--- config.mk ---
export PLATFORM = sky130hd
export DESIGN_NAME = stable_min_priority_queue_flat
export DESIGN_NICKNAME = d
export VERILOG_FILES = /design/src/sv/spq_pkg.sv /design/src/sv/spq_in_if.sv /design/src/sv/spq_out_if.sv /design/src/sv/spq_cell.sv /design/src/sv/stable_min_priority_queue.sv /design/src/flat_wrapper.sv
export SDC_FILE = /design/constraint.sdc
export NUM_CORES = 2
export LEC_CHECK = 0
export BUFFER_PORTS_ARGS = -buffer_cell sky130_fd_sc_hd__buf_4
export CORE_MARGIN = 2
export CORE_UTILIZATION = 45
export DETAILED_ROUTE_END_ITERATION = 6
export HOLD_SLACK_MARGIN = 0.08
export PLACE_DENSITY = 0.61
export SLEW_MARGIN = 20
export SYNTH_ARGS = -nofsm -noshare
export SYNTH_HDL_FRONTEND = slang
export SYNTH_SLANG_ARGS = --single-unit
--- constraint.sdc ---
create_clock -name clk -period 5.88 [get_ports clk]
set_input_delay 0.294 -clock clk [delete_from_list [all_inputs] [get_ports clk]]
set_output_delay 0.294 -clock clk [all_outputs]
set_load 0.005 [all_outputs]
--- src/sv/spq_pkg.sv ---
// shared types and codes for the stable minimum priority queue
// no dependencies; compiled first

package spq_pkg;

	// operation codes carried in the func field of an input word
	localparam logic FUNC_ENQ = 1'b0;
	localparam logic FUNC_DEQ = 1'b1;

	// per-cycle command broadcast from the control to every cell
	typedef struct packed {
		logic ins;  // insert the new entry, shifting the tail end right
		logic rem;  // remove the head, shifting every cell left
	} spq_ctrl_t;

endpackage

--- src/sv/spq_in_if.sv ---
// input channel of the priority queue: valid/ready plus one operation word
// no dependencies

interface spq_in_if #(
	parameter int PAYLOAD_BITS  = 32,
	parameter int PRIORITY_BITS = 8
);
	logic                     valid;
	logic                     ready;
	logic                     func;
	logic [PAYLOAD_BITS-1:0]  item_payload;
	logic [PRIORITY_BITS-1:0] item_priority;

	modport source (output valid, func, item_payload, item_priority, input ready);
	modport sink   (input valid, func, item_payload, item_priority, output ready);
endinterface

--- src/sv/spq_out_if.sv ---
// output channel of the priority queue: valid/ready plus one result word
// no dependencies

interface spq_out_if #(
	parameter int PAYLOAD_BITS = 32,
	parameter int COUNT_BITS   = 5
);
	logic                    valid;
	logic                    ready;
	logic [PAYLOAD_BITS-1:0] removed_payload;
	logic                    removed_valid;
	logic [PAYLOAD_BITS-1:0] head_payload;
	logic [PAYLOAD_BITS-1:0] tail_payload;
	logic [COUNT_BITS-1:0]   entry_count;
	logic                    is_empty;
	logic                    dropped;

	modport source (output valid, removed_payload, removed_valid, head_payload,
		tail_payload, entry_count, is_empty, dropped, input ready);
	modport sink   (input valid, removed_payload, removed_valid, head_payload,
		tail_payload, entry_count, is_empty, dropped, output ready);
endinterface

--- src/sv/spq_cell.sv ---
// one slot of the sorted queue: holds an entry and trades it with its neighbors
// depends on spq_pkg

module spq_cell import spq_pkg::*; #(
	parameter int PAYLOAD_BITS  = 32,
	parameter int PRIORITY_BITS = 8
) (
	input  logic                     clk,
	input  spq_ctrl_t                ctrl,
	input  logic [PAYLOAD_BITS-1:0]  new_payload,
	input  logic [PRIORITY_BITS-1:0] new_prio,
	input  logic                     occupied,
	input  logic                     left_keep,
	input  logic [PAYLOAD_BITS-1:0]  left_payload,
	input  logic [PRIORITY_BITS-1:0] left_prio,
	input  logic [PAYLOAD_BITS-1:0]  right_payload,
	input  logic [PRIORITY_BITS-1:0] right_prio,
	output logic [PAYLOAD_BITS-1:0]  payload,
	output logic [PRIORITY_BITS-1:0] prio,
	output logic                     keep
);

	logic [PAYLOAD_BITS-1:0]  payload_q;
	logic [PRIORITY_BITS-1:0] prio_q;

	// entry stays put on insert when it is served no later than the new one
	assign keep = occupied && (prio_q <= new_prio);

	always_ff @(posedge clk) begin
		if (ctrl.ins && !keep) begin
			if (left_keep) begin
				payload_q <= new_payload;
				prio_q    <= new_prio;
			end else begin
				payload_q <= left_payload;
				prio_q    <= left_prio;
			end
		end else if (ctrl.rem) begin
			payload_q <= right_payload;
			prio_q    <= right_prio;
		end
	end

	assign payload = payload_q;
	assign prio    = prio_q;

endmodule

--- src/sv/stable_min_priority_queue.sv ---
// top level of the stable minimum priority queue: control, count, tail and result register
// depends on spq_pkg, spq_in_if, spq_out_if and spq_cell

// Bounded priority queue built as a row of DEPTH cells kept in service order,
// cell 0 holding the head. One word is taken per clock while the input is
// ready: an enqueue (func 0) or a dequeue (func 1). Every cell compares its
// priority with the incoming one at the same time, so an insert lands after
// all entries of lower or equal priority, which keeps equal priorities in
// arrival order; a dequeue shifts the whole row one cell toward the head. The
// result word is registered and appears in the cycle after the input is
// taken; the input stays ready while that register is empty or being drained,
// so the queue sustains one word per cycle. An enqueue into a full queue is
// discarded and flagged with dropped; a dequeue of an empty queue returns
// zeros with removed_valid low. head, tail and count reflect the queue after
// the operation and read as zero when it is empty. Slot contents are not
// reset; only the occupancy count and the result valid flag are, so the queue
// is usable right after arst_n rises.

module stable_min_priority_queue import spq_pkg::*; #(
	parameter int DEPTH         = 16,
	parameter int PAYLOAD_BITS  = 32,
	parameter int PRIORITY_BITS = 8
) (
	input  logic      clk,
	input  logic      arst_n,
	spq_in_if.sink    in_ch,
	spq_out_if.source out_ch
);

	localparam int CNT_BITS = $clog2(DEPTH + 1);

	// cell row
	logic [PAYLOAD_BITS-1:0]  cell_payload [DEPTH];
	logic [PRIORITY_BITS-1:0] cell_prio    [DEPTH];
	logic [DEPTH-1:0]         cell_keep;
	logic [DEPTH-1:0]         cell_occ;

	// control state
	logic [CNT_BITS-1:0]      count_q;
	logic [PAYLOAD_BITS-1:0]  tail_payload_q;
	logic [PRIORITY_BITS-1:0] tail_prio_q;

	// result register
	logic                    out_valid_q;
	logic [PAYLOAD_BITS-1:0] removed_payload_q;
	logic                    removed_valid_q;
	logic [PAYLOAD_BITS-1:0] head_payload_q;
	logic [PAYLOAD_BITS-1:0] tail_out_q;
	logic [CNT_BITS-1:0]     count_out_q;
	logic                    is_empty_q;
	logic                    dropped_q;

	logic                    accept;
	logic                    full;
	logic                    empty;
	logic                    enq_do;
	logic                    deq_do;
	logic                    at_end;
	spq_ctrl_t               ctrl;
	logic [CNT_BITS-1:0]     count_d;
	logic [PAYLOAD_BITS-1:0] head_d;
	logic [PAYLOAD_BITS-1:0] tail_d;

	// input side is free whenever the result register can take a new word
	assign in_ch.ready = !out_valid_q || out_ch.ready;
	assign accept      = in_ch.valid && in_ch.ready;

	assign full   = (count_q == CNT_BITS'(DEPTH));
	assign empty  = (count_q == '0);
	assign enq_do = accept && (in_ch.func == FUNC_ENQ) && !full;
	assign deq_do = accept && (in_ch.func == FUNC_DEQ) && !empty;

	assign ctrl.ins = enq_do;
	assign ctrl.rem = deq_do;

	// the tail holds the largest priority, so one compare tells whether
	// the new entry goes to the back
	assign at_end = empty || (tail_prio_q <= in_ch.item_priority);

	genvar gi;
	generate
		for (gi = 0; gi < DEPTH; gi++) begin : g_cell
			logic                     lkeep;
			logic [PAYLOAD_BITS-1:0]  lpay;
			logic [PRIORITY_BITS-1:0] lprio;
			logic [PAYLOAD_BITS-1:0]  rpay;
			logic [PRIORITY_BITS-1:0] rprio;

			assign cell_occ[gi] = (count_q > CNT_BITS'(gi));

			if (gi == 0) begin : g_first
				// head cell sees a virtual neighbor that always stays ahead
				assign lkeep = 1'b1;
				assign lpay  = '0;
				assign lprio = '0;
			end else begin : g_mid
				assign lkeep = cell_keep[gi-1];
				assign lpay  = cell_payload[gi-1];
				assign lprio = cell_prio[gi-1];
			end

			if (gi == DEPTH - 1) begin : g_last
				assign rpay  = '0;
				assign rprio = '0;
			end else begin : g_inner
				assign rpay  = cell_payload[gi+1];
				assign rprio = cell_prio[gi+1];
			end

			spq_cell #(
				.PAYLOAD_BITS  (PAYLOAD_BITS),
				.PRIORITY_BITS (PRIORITY_BITS)
			) u_cell (
				.clk           (clk),
				.ctrl          (ctrl),
				.new_payload   (in_ch.item_payload),
				.new_prio      (in_ch.item_priority),
				.occupied      (cell_occ[gi]),
				.left_keep     (lkeep),
				.left_payload  (lpay),
				.left_prio     (lprio),
				.right_payload (rpay),
				.right_prio    (rprio),
				.payload       (cell_payload[gi]),
				.prio          (cell_prio[gi]),
				.keep          (cell_keep[gi])
			);
		end
	endgenerate

	// queue state after this word
	always_comb begin
		count_d = count_q;
		head_d  = cell_payload[0];
		tail_d  = tail_payload_q;
		if (enq_do) begin
			count_d = count_q + 1'b1;
			if (!cell_keep[0]) begin
				head_d = in_ch.item_payload;
			end
			if (at_end) begin
				tail_d = in_ch.item_payload;
			end
		end else if (deq_do) begin
			count_d = count_q - 1'b1;
			head_d  = cell_payload[1];
		end
	end

	always_ff @(posedge clk or negedge arst_n) begin
		if (!arst_n) begin
			count_q <= '0;
		end else begin
			count_q <= count_d;
		end
	end

	always_ff @(posedge clk) begin
		if (enq_do && at_end) begin
			tail_payload_q <= in_ch.item_payload;
			tail_prio_q    <= in_ch.item_priority;
		end
	end

	always_ff @(posedge clk or negedge arst_n) begin
		if (!arst_n) begin
			out_valid_q <= 1'b0;
		end else if (accept) begin
			out_valid_q <= 1'b1;
		end else if (out_ch.ready) begin
			out_valid_q <= 1'b0;
		end
	end

	// result word, zeros stand in for head and tail of an empty queue
	always_ff @(posedge clk) begin
		if (accept) begin
			removed_payload_q <= deq_do ? cell_payload[0] : '0;
			removed_valid_q   <= deq_do;
			head_payload_q    <= (count_d == '0) ? '0 : head_d;
			tail_out_q        <= (count_d == '0) ? '0 : tail_d;
			count_out_q       <= count_d;
			is_empty_q        <= (count_d == '0);
			dropped_q         <= (in_ch.func == FUNC_ENQ) && full;
		end
	end

	assign out_ch.valid           = out_valid_q;
	assign out_ch.removed_payload = removed_payload_q;
	assign out_ch.removed_valid   = removed_valid_q;
	assign out_ch.head_payload    = head_payload_q;
	assign out_ch.tail_payload    = tail_out_q;
	assign out_ch.entry_count     = count_out_q;
	assign out_ch.is_empty        = is_empty_q;
	assign out_ch.dropped         = dropped_q;

	// occupancy never runs past the row
	a_count_bound: assert property (@(posedge clk) disable iff (!arst_n)
		count_q <= CNT_BITS'(DEPTH))
		else $error("occupancy above depth");

	// a drop is only reported for a full queue
	a_drop_full: assert property (@(posedge clk) disable iff (!arst_n)
		(out_valid_q && dropped_q) |-> (count_out_q == CNT_BITS'(DEPTH)))
		else $error("drop reported on a queue that was not full");

	// a real removal lowers the count by one
	a_deq_count: assert property (@(posedge clk) disable iff (!arst_n)
		deq_do |=> (count_q == $past(count_q) - 1'b1))
		else $error("dequeue did not lower occupancy");

	// a word is never both a removal and a drop
	a_rem_drop: assert property (@(posedge clk) disable iff (!arst_n)
		out_valid_q |-> !(removed_valid_q && dropped_q))
		else $error("removal and drop in one result");

	// registered count matches the live occupancy once the word is out
	a_count_track: assert property (@(posedge clk) disable iff (!arst_n)
		accept |=> (count_out_q == count_q))
		else $error("result count out of step with occupancy");

endmodule

--- src/flat_wrapper.sv ---
// flat-port wrapper written by rule: the top's interface ports become plain ports
module stable_min_priority_queue_flat import spq_pkg::*;
#(
	parameter int DEPTH         = 16,
	parameter int PAYLOAD_BITS  = 32,
	parameter int PRIORITY_BITS = 8
)
  (clk, arst_n, in_ch_valid, in_ch_func, in_ch_item_payload, in_ch_item_priority, in_ch_ready, out_ch_valid, out_ch_removed_payload, out_ch_removed_valid, out_ch_head_payload, out_ch_tail_payload, out_ch_entry_count, out_ch_is_empty, out_ch_dropped, out_ch_ready);
  spq_in_if #(.PAYLOAD_BITS(PAYLOAD_BITS), .PRIORITY_BITS(PRIORITY_BITS)) in_ch_i ();
  spq_out_if #(.PAYLOAD_BITS(PAYLOAD_BITS), .COUNT_BITS((5))) out_ch_i ();
  input  logic clk;
  input  logic arst_n;
  input wire logic [$bits(in_ch_i.valid)-1:0] in_ch_valid;
  input wire logic [$bits(in_ch_i.func)-1:0] in_ch_func;
  input wire logic [$bits(in_ch_i.item_payload)-1:0] in_ch_item_payload;
  input wire logic [$bits(in_ch_i.item_priority)-1:0] in_ch_item_priority;
  output wire logic [$bits(in_ch_i.ready)-1:0] in_ch_ready;
  output wire logic [$bits(out_ch_i.valid)-1:0] out_ch_valid;
  output wire logic [$bits(out_ch_i.removed_payload)-1:0] out_ch_removed_payload;
  output wire logic [$bits(out_ch_i.removed_valid)-1:0] out_ch_removed_valid;
  output wire logic [$bits(out_ch_i.head_payload)-1:0] out_ch_head_payload;
  output wire logic [$bits(out_ch_i.tail_payload)-1:0] out_ch_tail_payload;
  output wire logic [$bits(out_ch_i.entry_count)-1:0] out_ch_entry_count;
  output wire logic [$bits(out_ch_i.is_empty)-1:0] out_ch_is_empty;
  output wire logic [$bits(out_ch_i.dropped)-1:0] out_ch_dropped;
  input wire logic [$bits(out_ch_i.ready)-1:0] out_ch_ready;
  assign in_ch_i.valid = in_ch_valid;
  assign in_ch_i.func = in_ch_func;
  assign in_ch_i.item_payload = in_ch_item_payload;
  assign in_ch_i.item_priority = in_ch_item_priority;
  assign in_ch_ready = in_ch_i.ready;
  assign out_ch_valid = out_ch_i.valid;
  assign out_ch_removed_payload = out_ch_i.removed_payload;
  assign out_ch_removed_valid = out_ch_i.removed_valid;
  assign out_ch_head_payload = out_ch_i.head_payload;
  assign out_ch_tail_payload = out_ch_i.tail_payload;
  assign out_ch_entry_count = out_ch_i.entry_count;
  assign out_ch_is_empty = out_ch_i.is_empty;
  assign out_ch_dropped = out_ch_i.dropped;
  assign out_ch_i.ready = out_ch_ready;
  stable_min_priority_queue #(.DEPTH(DEPTH), .PAYLOAD_BITS(PAYLOAD_BITS), .PRIORITY_BITS(PRIORITY_BITS)) u_core (.clk(clk), .arst_n(arst_n), .in_ch(in_ch_i), .out_ch(out_ch_i));
endmodule
# After elaboration in Yosys (flattened, before gate mapping)

Index checks and enable logic that the tools add are counted.

Output and inout bits: 106
Memories: 0
Memory bits (writable): 0
Memory bits (read-only): 0
Logic and storage cells: 261
Latch bits: 0
Register bits after elaboration: 790
Input port bits: 45

Multipliers: 0
Divide/modulo/power cells: 0
$lt $le $gt $ge: 33
Multiplexer cells: 102
Reduce and logical (&&, ||, !) cells: 79
Shift operators: 0
Equality and inequality tests: 1
Add/subtract/negate cells: 2
Bitwise logic cells: 1

Operators by type and width:

| kind                | count |
|---|---|
| $mux 32             | 51 |
| $mux 8              | 47 |
| $le 8x8->1          | 17 |
| $gt 5x4->1 const B  | 8 |
| $logic_and 1x1->1   | 39 |
| $reduce_bool 2->1   | 17 |
| $gt 5x3->1 const B  | 4 |
| $logic_not 1->1     | 19 |
| $gt 5x1->1 const B  | 2 |
| $gt 5x2->1 const B  | 2 |
| $logic_not 5->1     | 2 |
| $mux 5              | 2 |
| $add 5x1->5 const B | 1 |
| $eq 5x5->1 const B  | 1 |
| $sub 5x1->5 const B | 1 |
| $logic_or 1x1->1    | 2 |
| $mux 1              | 2 |
| $not 1->1           | 1 |

# Depth between registers and ports, before layout

Depth in word-level cells: 8
Mapped depth: 11
Gate-level depth less buffers: 8

# Hierarchy

Synthesis repeated with hierarchy kept, for this count alone.

Cells, all modules: 3159
Area, all modules: 46744.8 um2

By module, submodules not included:

| module                    | sequential area each (um2) | instances | cells each | area each (um2) |
|---|---|---|---|---|
| spq_cell                  | 1201.2                     | 16        | 167        | 2516.2 |
| stable_min_priority_queue | 4474.3                     | 1         | 487        | 6486.2 |

# Worst setup path after synthesis

No wires, ideal clock.

Path kind: register -> register
Start: register u_core.count_q[0]
End: register u_core.g_cell[3].u_cell.payload_q[0] (enable)
Clock period less this slack: 5.264 ns
Required time: 5.387 ns
Setup time: 0.493 ns
Stages on the path, launching flop included: 10
Path buffers: 4
Data arrival time: 4.771 ns
Slack: 0.616 ns
Cell sequence: dfrtp_1 -> buf_2 -> inv_1 -> ha_1 -> and4bb_2 -> or3_1 -> clkbuf_1 -> buf_2 -> clkbuf_1 -> o21ai_0

Longest elaborated chain between the ends: 5
Elaborated cells between the ends (all ways): 11
Those cells by class: 1 x order compare; 1 x eq/ne; 9 x reduce/logical

RTL lines:

| element                                                     | RTL line                                                         | source |
|---|---|---|
| from (decl)                                                 | stable_min_priority_queue.sv:39                                  | `logic [CNT_BITS-1:0] count_q;` |
| from (signal assigned)                                      | stable_min_priority_queue.sv:154                                 | `count_q <= count_d;` |
| $gt 5x2->1 / $eq 5x5->1 (equally long branches)             | stable_min_priority_queue.sv:89, stable_min_priority_queue.sv:68 |  |
| $logic_and 1x1->1 / $logic_not 1->1 (equally long branches) | spq_cell.sv:27, stable_min_priority_queue.sv:70                  |  |
| $logic_not 1->1 / $logic_and 1x1->1 (equally long branches) | spq_cell.sv:30, stable_min_priority_queue.sv:70                  |  |
| $logic_and 1x1->1                                           | spq_cell.sv:30                                                   | `if (ctrl.ins && !keep) begin` |
| $reduce_bool 2->1 (no line) (*)                             | --                                                               |  |
| to (signal assigned)                                        | spq_cell.sv:32                                                   | `payload_q <= new_payload;` |
| to (signal assigned)                                        | spq_cell.sv:35                                                   | `payload_q <= left_payload;` |
| to (signal assigned)                                        | spq_cell.sv:39                                                   | `payload_q <= right_payload;` |
| to (decl)                                                   | spq_cell.sv:23                                                   | `logic [PAYLOAD_BITS-1:0] payload_q;` |

Mark *: on every way between the ends. The rest lies on a longest branch, timed or not.
A chain may end at the register's enable or synchronous reset.

# Worst setup path in the final report

Start: register u_core.count_q[1]
End: register u_core.g_cell[10].u_cell.payload_q[16] (enable)

Longest elaborated chain between the ends: 5
Elaborated cells between the ends (all ways): 11
Those cells by class: 1 x order compare; 1 x eq/ne; 9 x reduce/logical

RTL lines:

| element                                                     | RTL line |
|---|---|
| $gt 5x4->1 / $eq 5x5->1 (equally long branches)             | stable_min_priority_queue.sv:89, stable_min_priority_queue.sv:68 |
| $logic_and 1x1->1 / $logic_not 1->1 (equally long branches) | spq_cell.sv:27, stable_min_priority_queue.sv:70 |
| $logic_not 1->1 / $logic_and 1x1->1 (equally long branches) | spq_cell.sv:30, stable_min_priority_queue.sv:70 |
| $logic_and 1x1->1                                           | spq_cell.sv:30 |
| $reduce_bool 2->1 (no line) (*)                             | -- |
| to (signal assigned)                                        | spq_cell.sv:32 |
| to (signal assigned)                                        | spq_cell.sv:35 |
| to (signal assigned)                                        | spq_cell.sv:39 |
| to (decl)                                                   | spq_cell.sv:23 |

Marked as above.

==> flow_summary_export.csv <==
group,metric,value,unit
status,outcome,"finished, final reports clean",
timing,skew,0.0270,ns
timing,fmax,251,MHz
worst_setup_path,setup.worst_path.start_class,"register",
clock_tree,cts_tree,"yes",
worst_setup_path,worstPathRequired,6.16,ns
synth,synth_sequential_area_ratio,55.2,%
route,dr.pass1.iters,5,
hold_path,min_from,"in_ch_item_priority[0]",
place,port_buffers,150,
synth,syn_nets,4161,
worst_setup_path,path_class,"reg2reg",
timing,finalHoldViolCount,0,
synth,synth-main-ff-cell,"edfxtp_1",
pwr,power,21400,uW
grt,grt_pass1_wl,176000,um
place,place_hpwl,77300,um
cells_and_area,mostFrequentLayoutCells,"803 x nand2_1, 752 x edfxtp_1, 540 x o21ai_0, 472 x mux2i_1, 219 x buf_4",
worst_setup_path,critPathTopFamily,"buffers and inverters",
clock_tree,ctsHtreeMaxLevel,3,
clock_tree,clk_pin_slew,0.06,ns
cells_and_area,layout-drive-gt1-share,10.8,%
pwr,irDropWorstVdd,0.249,mV
floorplanning,die_h,311,um
worst_setup_path,crit_path_end_kind,"register",
pwr,switching_share,35.8,%
timing,timing.hold.ws,0.214,ns
route,drtIter0Drc,2974,
hold_path,hold_path_end,"u_core.tail_prio_q[0]",
clock_tree,insertion_delay,0.66,ns
run,maxCapViolations,0,
worst_setup_path,crit_chain,"inv_1 -> ha_1 -> and4bb_2 -> nor4_4 -> buf_4 -> buf_4 -> o31ai_4 -> nand2_1 -> buf_4",
floorplanning,die_w,311,um
pwr,cellPowerDensity,449,nW/um2
place,place_congestion,0.901,
worst_setup_path,slowest_stage,"nor4_4",
grt,grt_pass1_vias,28934,
hold_path,hp-class,"in2reg",
pwr,power_frac_comb,33.7,%
timing,setup_viol,0,
route,wirelength,113000,um
pwr,clockPowerShare,25.1,%
timing,setup_tns,0,ns
cells_and_area,syn2layout_area_growth,12.6,%
clock_tree,post-cts-setup-buffer-count,0,
synth,synth_area_leaders,"edfxtp_1 53%, mux2i_1 11%, nand2_1 7.1%, o21ai_0 6.4%, ha_1 4.2%",
route,ant_nets,0,
grt,antenna_found_initial,1,
floorplanning,rows,112,
cells_and_area,fin_cells,5297,
cells_and_area,nets,4161,
clock_tree,cts_resized,0,
route,drc_errors,0,
pwr,p_leak,0.0188,uW
worst_setup_path,r2r-start,"u_core.count_q[1]",
pwr,p_switching,7670,uW
synth,avgSynthCellArea,10.6,um2
worst_setup_path,rrSetupSlack,1.89,ns
cells_and_area,diodes,0,
synth,yosys.area.top_type_share,53.4,%
synth,synth_edf_count,752,
worst_setup_path,arrival,4.27,ns
route,vias_per_cell,5.74,
hold_path,min_path_cells,1,
timing,period_needed,3.99,ns
clock_tree,cts.root.buffer_cell,"clkbuf_16",
worst_setup_path,crit_buf_inv,4,
worst_setup_path,critPathMaxStageDelay,0.60,ns
place,dp.cells,5097,
timing,rsz0062_at_grt,"no",
synth,yosys_warnings,0,
synth,synth_cells,3974,
synth,ys_ff_latch,790,
worst_setup_path,crit_path_max_fanout,40,
worst_setup_path,r2r_cells,9,
floorplanning,die_area,96500,um2
worst_setup_path,r2r-end,"u_core.g_cell[10].u_cell.payload[16]",
synth,synth_area_leader_cell,"edfxtp_1",
synth,synth_cell_types,65,
floorplanning,start_util,45.4,%
timing,finalMaxSlewViolations,0,
synth,syn_area,42300,um2
clock_tree,cts_max_path_buffers,3,
route,vias,30421,
pwr,internal_power,13700,uW
floorplanning,core,93200,um2
clock_tree,cts_buffers,87,
clock_tree,cts.sinks,790,
timing,maxSlewHeadroom,25.0,%
grt,grt_usage,22.8,%
grt,gr-total-overflow,0,
timing,fin_crit_sh,67.9,%
grt,grt_max_degree,82,
floorplanning,ios,151,
route,wl_per_cell,21.3,um
pwr,seq_power_share,41.3,%
timing,tightest_slew,1.12,ns
worst_setup_path,crit_path_frequent_cell,"buf_4",
cells_and_area,final_common_cell,"nand2_1",
synth,async_flop_share,0.759,%
[routing by layer]
metal | share of wire, % | track usage (%) | vias to the layer above
li1 | - | - | 14622
met1 | 48 | 34.7 | 14502
met2 | 43 | 34.2 | 1164
met3 | 7.1 | 3.25 | 133
met4 | 1.8 | 6.02 | 0
met5 | 0 | 0 | -
[through the flow]
| step | cell area (um2) | worst slack (ns) | utilization, % |
|---|---|---|---|
| 3_5_place_dp | 44500 | 1.87 | 47.7 |
| 2_1_floorplan | 42300 | 0.616 | - |
| 6_report | 47700 | 1.89 | 51.1 |
| 4_1_cts | 47700 | 1.86 | 51.1 |
| 3_3_place_gp | 44500 | 1.66 | 47.7 |
| 5_1_grt | 47700 | 1.66 | 51.1 |
[worst max-delay path by stage]
| stage | endpoint | slack [ns] | start | cells after the start |
|---|---|---|---|---|
| 3_3_place_gp | u_core.g_cell[1].u_cell.payload[12] | 1.66 | u_core.count_q[1] | 7 |
| 4_1_cts | u_core.g_cell[10].u_cell.payload[16] | 1.86 | u_core.count_q[1] | 9 |
| 6_report | u_core.g_cell[10].u_cell.payload[16] | 1.89 | u_core.count_q[1] | 9 |
| 2_1_floorplan | u_core.g_cell[3].u_cell.payload[0] | 0.62 | u_core.count_q[0] | 9 |
| 5_1_grt | u_core.g_cell[8].u_cell.payload[16] | 1.66 | u_core.count_q[1] | 9 |
| 3_5_place_dp | u_core.g_cell[10].u_cell.payload[11] | 1.87 | u_core.count_q[1] | 9 |
[cells in the mapped netlist, types with 6 or more instances]
| cell | number |
|---|---|
| a311o_1 | 31 |
| o21ai_0 | 542 |
| clkbuf_1 | 277 |
| nand2_1 | 806 |
| buf_2 | 67 |
| edfxtp_1 | 752 |
| a211oi_1 | 36 |
| o211ai_1 | 18 |
| nand3_1 | 37 |
| nor3_1 | 12 |
| dfrtp_1 | 6 |
| a31oi_1 | 117 |
| mux2i_1 | 472 |
| or2_2 | 39 |
| o21ai_1 | 7 |
| nand4_1 | 25 |
| a22oi_1 | 63 |
| nor2_1 | 91 |
| a21o_1 | 6 |
| a21oi_1 | 184 |
| nor2b_1 | 49 |
| nand2b_1 | 9 |
| o31a_1 | 6 |
| inv_1 | 39 |
| and3_1 | 33 |
| ha_1 | 142 |
| dfxtp_1 | 32 |
[logic make-up (layout without fill, tap and decap cells)]
| group | Yosys count | count (layout) | synth area share [%] |
|---|---|---|---|
| AO/OA/AOI/OAI | 1046 | 1046 | 14.2 |
| adder cells (fa/ha/maj) | 142 | 142 | 4.20 |
| buffers and inverters | 393 | 462 | 3.73 |
| XOR/XNOR | 3 | 3 | 0.0621 |
| AND/OR/NAND/NOR | 1127 | 1127 | 11.4 |
| flip-flops | 790 | 790 | 55.2 |
| multiplexers | 473 | 473 | 11.2 |
[layout make-up]
type | instances | area [um2]
fillers | 8172 | 45500
flip-flops and latches | 790 | 23400
multi-input cells | 2791 | 17700
clock buffers | 107 | 2310
repair buffers | 264 | 2120
well taps | 1254 | 1570
clock inverters | 51 | 468
inverters | 40 | 153
[what timing repair did]
item / 4_1_cts / 5_1_grt
hold buffers: 42 / 0
setup endpoints to repair: 0 / 0
hold endpoints to repair: 49 / 0
[flip-flops by register name (all words and copies together) (netlist names)]
signal                         cells
u_core.g_cell.u_cell.payload     512
u_core.g_cell.u_cell.prio        128
u_core.out_ch.head_payload        32
u_core.out_ch.removed_payload     32
u_core.out_ch.tail_payload        32
u_core.tail_payload_q             32
u_core.tail_prio_q                 8
u_core.count_q                     5
u_core.out_ch.entry_count          5
u_core.out_ch.dropped              1
u_core.out_ch.is_empty             1
u_core.out_ch.removed_valid        1
u_core.out_ch.valid                1
[power by group through the flow]
stage               registers (uW)  logic [uW]  clock network (uW)
floorplan                     8500        5330                   0
global placement              8900        7030                   0
detailed placement            8890        7170                   0
CTS                           8800        7200                5460
global route                  8950        7960                5660
finish                        8830        7200                5360
Note: power is estimated with default switching activity, not from simulation.
